## src/hdl/chm_turn.sv

```systemverilog
// Exact cross product sign unit with registered products for the hull walk.
module chm_turn #(
    parameter int COORD_BITS = 16
) (
    input  logic                         i_clk,
    input  logic signed [COORD_BITS-1:0] i_ox,
    input  logic signed [COORD_BITS-1:0] i_oy,
    input  logic signed [COORD_BITS-1:0] i_ax,
    input  logic signed [COORD_BITS-1:0] i_ay,
    input  logic signed [COORD_BITS-1:0] i_bx,
    input  logic signed [COORD_BITS-1:0] i_by,
    output logic                         o_nonpos
);
    localparam int DW = COORD_BITS + 1;
    localparam int PW = 2 * DW;

    logic signed [DW-1:0] w_dax, w_day, w_dbx, w_dby;
    logic signed [PW-1:0] r_p1, r_p2;

    // Differences relative to the origin point, one bit wider than a coordinate.
    assign w_dax = DW'(i_ax) - DW'(i_ox);
    assign w_day = DW'(i_ay) - DW'(i_oy);
    assign w_dbx = DW'(i_bx) - DW'(i_ox);
    assign w_dby = DW'(i_by) - DW'(i_oy);

    // Both products are registered before the comparison.
    always_ff @(posedge i_clk) begin
        r_p1 <= PW'(w_dax) * PW'(w_dby);
        r_p2 <= PW'(w_day) * PW'(w_dbx);
    end

    // The turn is zero or clockwise when the first product does not exceed the second.
    assign o_nonpos = (r_p1 <= r_p2);
endmodule
```

## config.mk

```make
export PLATFORM = sky130hd
export DESIGN_NAME = chm_turn
export DESIGN_NICKNAME = d
export VERILOG_FILES = /design/src/hdl/chm_turn.sv
export SDC_FILE = /design/constraint.sdc
export NUM_CORES = 2
export LEC_CHECK = 0
export BUFFER_PORTS_ARGS = -buffer_cell sky130_fd_sc_hd__buf_2
export CORE_MARGIN = 1
export CORE_UTILIZATION = 63
export DETAILED_ROUTE_END_ITERATION = 6
export PLACE_DENSITY = 0.8
export SYNTH_ARGS = -nofsm -noshare
export SYNTH_HDL_FRONTEND = slang
export SYNTH_SLANG_ARGS = --single-unit
```

## constraint.sdc

```tcl
create_clock -name i_clk -period 24.1 [get_ports i_clk]
set_input_delay 3.615 -clock i_clk [delete_from_list [all_inputs] [get_ports i_clk]]
set_output_delay 3.615 -clock i_clk [all_outputs]
set_load 0.05 [all_outputs]
```

# --- Yosys cells after proc, flatten, opt, wreduce, memory -nomap -nowiden ---
# Cells that the tools add are included.
totals:
  reg_bits: 68
  latchBits: 0
  mem_bits_rw: 0
  mem_bits_ro: 0
  in_bits: 97
  output_inout_bits: 1
  n_memories: 0
op_classes:
  n_addsub: 4
  n_mul: 2
  n_div: 0
  n_lt_le_gt_ge: 1
  n_eq_ne: 0
  shifts: 0
  n_mux: 0
  bitwise: 0
  n_reduce_logical: 0
op_table:
  columns: ["operator", "count"]
  rows:
  - ["$mul 17x17->34", 2]
  - ["$sub 16x16->17", 4]
  - ["$le 34x34->1", 1]

# --- Longest topological paths before layout ---
depth:
  word_depth: 2
  depth_mapped: 34

# --- Worst setup path after synthesis ---
# No wires, ideal clock.
synth_path:
  kind: "input-to-reg"
  startpoint: "in i_ay[0]"
  endpoint: "reg r_p2[33]"
  arrival_ns: 10.943
  slack_ns: 13.085
  stages: 30
  n_path_buf: 1
  path_cell_list: "inv_1 -> ha_1 -> fa_1 -> nor2b_4 -> o31a_4 -> o41ai_4 -> o211ai_1 -> a31o_1 -> nand2_1 -> a21bo_2 -> buf_2 -> nand2_1 -> fa_1 -> inv_1 -> fa_1 -> fa_1 -> fa_1 -> fa_1 -> inv_1 -> fa_1 -> inv_1 -> ha_1 -> a21o_1 -> a21o_1 -> a2111oi_0 -> nand3_1 -> a41oi_1 -> o21ai_0 -> a21oi_1 -> xnor2_1"
synth_via:
  elab_chain_cells: 2
synth_rtl:
  columns: ["item", "line", "text"]
  rows:
  - ["start: declaration", "9", "input logic signed [COORD_BITS-1:0] i_ay,"]
  - ["$sub 16x16->17", "22", "assign w_day = DW'(i_ay) - DW'(i_oy);"]
  - ["$mul 17x17->34", "29", "r_p2 <= PW'(w_day) * PW'(w_dbx);"]
  - ["end signal: assignment", "29", null]
  - ["end: declaration", "18", "logic signed [PW-1:0] r_p1, r_p2;"]
# No other way between the ends.

# --- Final worst setup path ---
layout_path:
  startpoint: "in i_ox[2]"
  endpoint: "reg r_p2[31]"
layout_via:
  elab_chain_cells: 2
layout_rtl:
  columns: ["item", "line", "text"]
  rows:
  - ["start: declaration", "6", "input logic signed [COORD_BITS-1:0] i_ox,"]
  - ["$sub 16x16->17", "23", "assign w_dbx = DW'(i_bx) - DW'(i_ox);"]
  - ["$mul 17x17->34", "29", null]
# No other way between the ends.

==> results.ini <==
[grt]
grt_max_degree = 24
grt_pass1_wl_um = 119000
grtUsageTotal = 0.356
grt_pass1_vias = 22900
grt_overflow = 0
antenna_found_initial = 2

[cts]
cts_buffer_depth = 2
htree_levels = 3
cts_resized = 0
post_cts_buffers = 0
cts_sinks = 68
numCtsBuffers = 9
cts_tree = built
path_clk_slew_ps = 60
cts_root_buffer = clkbuf_16
cts_hold_buf = 0

[floorplan]
fp.dieW_um = 209
die_y_um = 209
coreArea_sq_um = 42000
initial_utilization = 0.639
dieArea_sq_um = 43500
row_count = 75
io-pin-count = 98

[sta]
fin_crit_ps = 12210
holdWs_ps = 3910
rsz0062_at_grt = false
fmax_mhz = 81.9
slew_headroom = 0.0697
fin_crit_sh = 0.507
tightest_slew_ps = 1390
finalSetupViolCount = 0
drv_slew = 0
timing.final.hold_violations = 0
timing.setup.tns_ps = 0

[logic_synthesis]
synth-seq-cells = 68
syn-num-nets = 3994
synthCells = 3033
ys_async_sr_fraction = 0
synth.avg_cell_area_sq_um = 8.86
yosys_warnings = 0
syn-cell-area_sq_um = 26900
synth_edf_count = 0
ys_seq_area_frac = 0.0507
synthFlopType = dfxtp_1
synth.distinct_cells = 82

[placement]
port_buffers = 97
gp_congestion = 0.999
dp_hpwl_um = 62200

[status]
status = completed

[worst_setup_path]
crit_buf_inv = 4
timing.setup.critical_path_class = primary input to flip-flop
critPathTopFamily = adder cells
crit_start = i_ox[2]
setup.worst_path.end_class = flip-flop
cpMostUsedCell = fa_1
slowest_delay_ps = 860
crit_required_ps = 24370
worstPathMaxFanout = 14
cp_slowest_cell = o31ai_2
arrival_ps = 12480
start_kind = primary input

[finish]
drive_gt1_frac = 0.0666
final_cell_mix = inv_1, fa_1, nand2_1
layout-area-overhead-vs-synth_pct = 6.02
layout.cells.most_common = inv_1
final_nets = 4077
post-route-util = 0.678

[worst_hold_path]
hold_path.class = primary input to flip-flop
hp-start = i_bx[0]

[detailed_routing]
drt-initial-drc-count = 1737
dr.pass1.iters = 6
ant_nets = 0
drcViolationCount = 0
wire_per_inst_um = 20.0
vias = 21400
vias_per_cell = 5.83
drt-total-wl_um = 73100

[run]
cap_violations = 0

tightest hold or removal path, delay by kind of cell:
family	cells	cell delay (ps)
adders and majority gates	1	110
and+or+nand+nor	1	70
buffers and inverters	3	370
cell usage after synthesis (all sizes together) (4+ instances only):
library cell,n,share of area
or2,17,0.0040
o2111ai,4,0.0013
or3,9,0.0021
and3,10,0.0023
fa,596,0.44
a21boi,8,0.0022
clkbuf,57,0.0080
a21o,37,0.010
and3b,5,0.0016
o41ai,4,0.0028
o31ai,5,0.0016
o211ai,14,0.0039
xor2,34,0.011
mux2i,4,0.0015
nand2b,36,0.0084
nand2,314,0.044
a31oi,15,0.0040
a211oi,15,0.0046
nor2b,55,0.013
nor3,33,0.0061
inv,720,0.10
o21bai,8,0.0022
or4,5,0.0014
o21a,24,0.0067
dfxtp,68,0.051
and2,48,0.011
nand3,50,0.0095
ha,268,0.12
xnor2,91,0.030
o21ai,65,0.012
a21oi,78,0.015
buf,16,0.0035
nor2,254,0.035
nand4,16,0.0037
layer usage:
| metal | global-route usage | vias up | share of wire |
|---|---|---|---|
| met5 | 0 | - | 0 |
| met4 | 0.177 | 0 | 0.059 |
| met3 | 0.0679 | 245 | 0.099 |
| met2 | 0.567 | 1077 | 0.46 |
| met1 | 0.469 | 10600 | 0.38 |
| li1 | - | 9401 | - |
through the flow:
step | setup WS, ps | instances | cell area (sq um)
global route | 11650 | 3660 | 28500
detailed placement | 11790 | 3644 | 28100
CTS | 12090 | 3660 | 28500
finish | 11890 | 3661 | 28500
floorplan | 13080 | 3033 | 26900
global placement | 12000 | 3644 | 28100
cell families (layout without fill, tap and decap cells):
family          count (synthesis)  count (layout)  synth area share
simple gates                  864             864             0.146
flops                          68              68            0.0507
compound gates                314             314            0.0799
buf+inv                       794             882             0.112
other cells                     0               1                 0
mux                             4               4           0.00149
fa+ha+maj                     864             864             0.569
xor+xnor                      125             125            0.0407
state kept, by name, summed over array words and instances (netlist names):
signal / count
r_p1: 34
r_p2: 34
layout make-up:
cell class / instances / area [sq um]
inverters: 721 / 2710
clock buffers: 10 / 229
multi-input cells: 2171 / 22600
fillers: 3335 / 13600
diodes: 1 / 2.50
well taps: 539 / 674
clock inverters: 6 / 113
repair buffers: 145 / 846
flip-flops and latches: 68 / 1360
final timing paths:
| check | slack, ps | end | depth (start not counted) |
|---|---|---|---|
| setup / recovery | 11890 | r_p2[31] | 28 |
| hold / removal | 3910 | r_p2[0] | 5 |
Power is left out: the tool's default activity adds up to more than one toggle a clock period on the data nets, which glitch-free logic cannot reach.
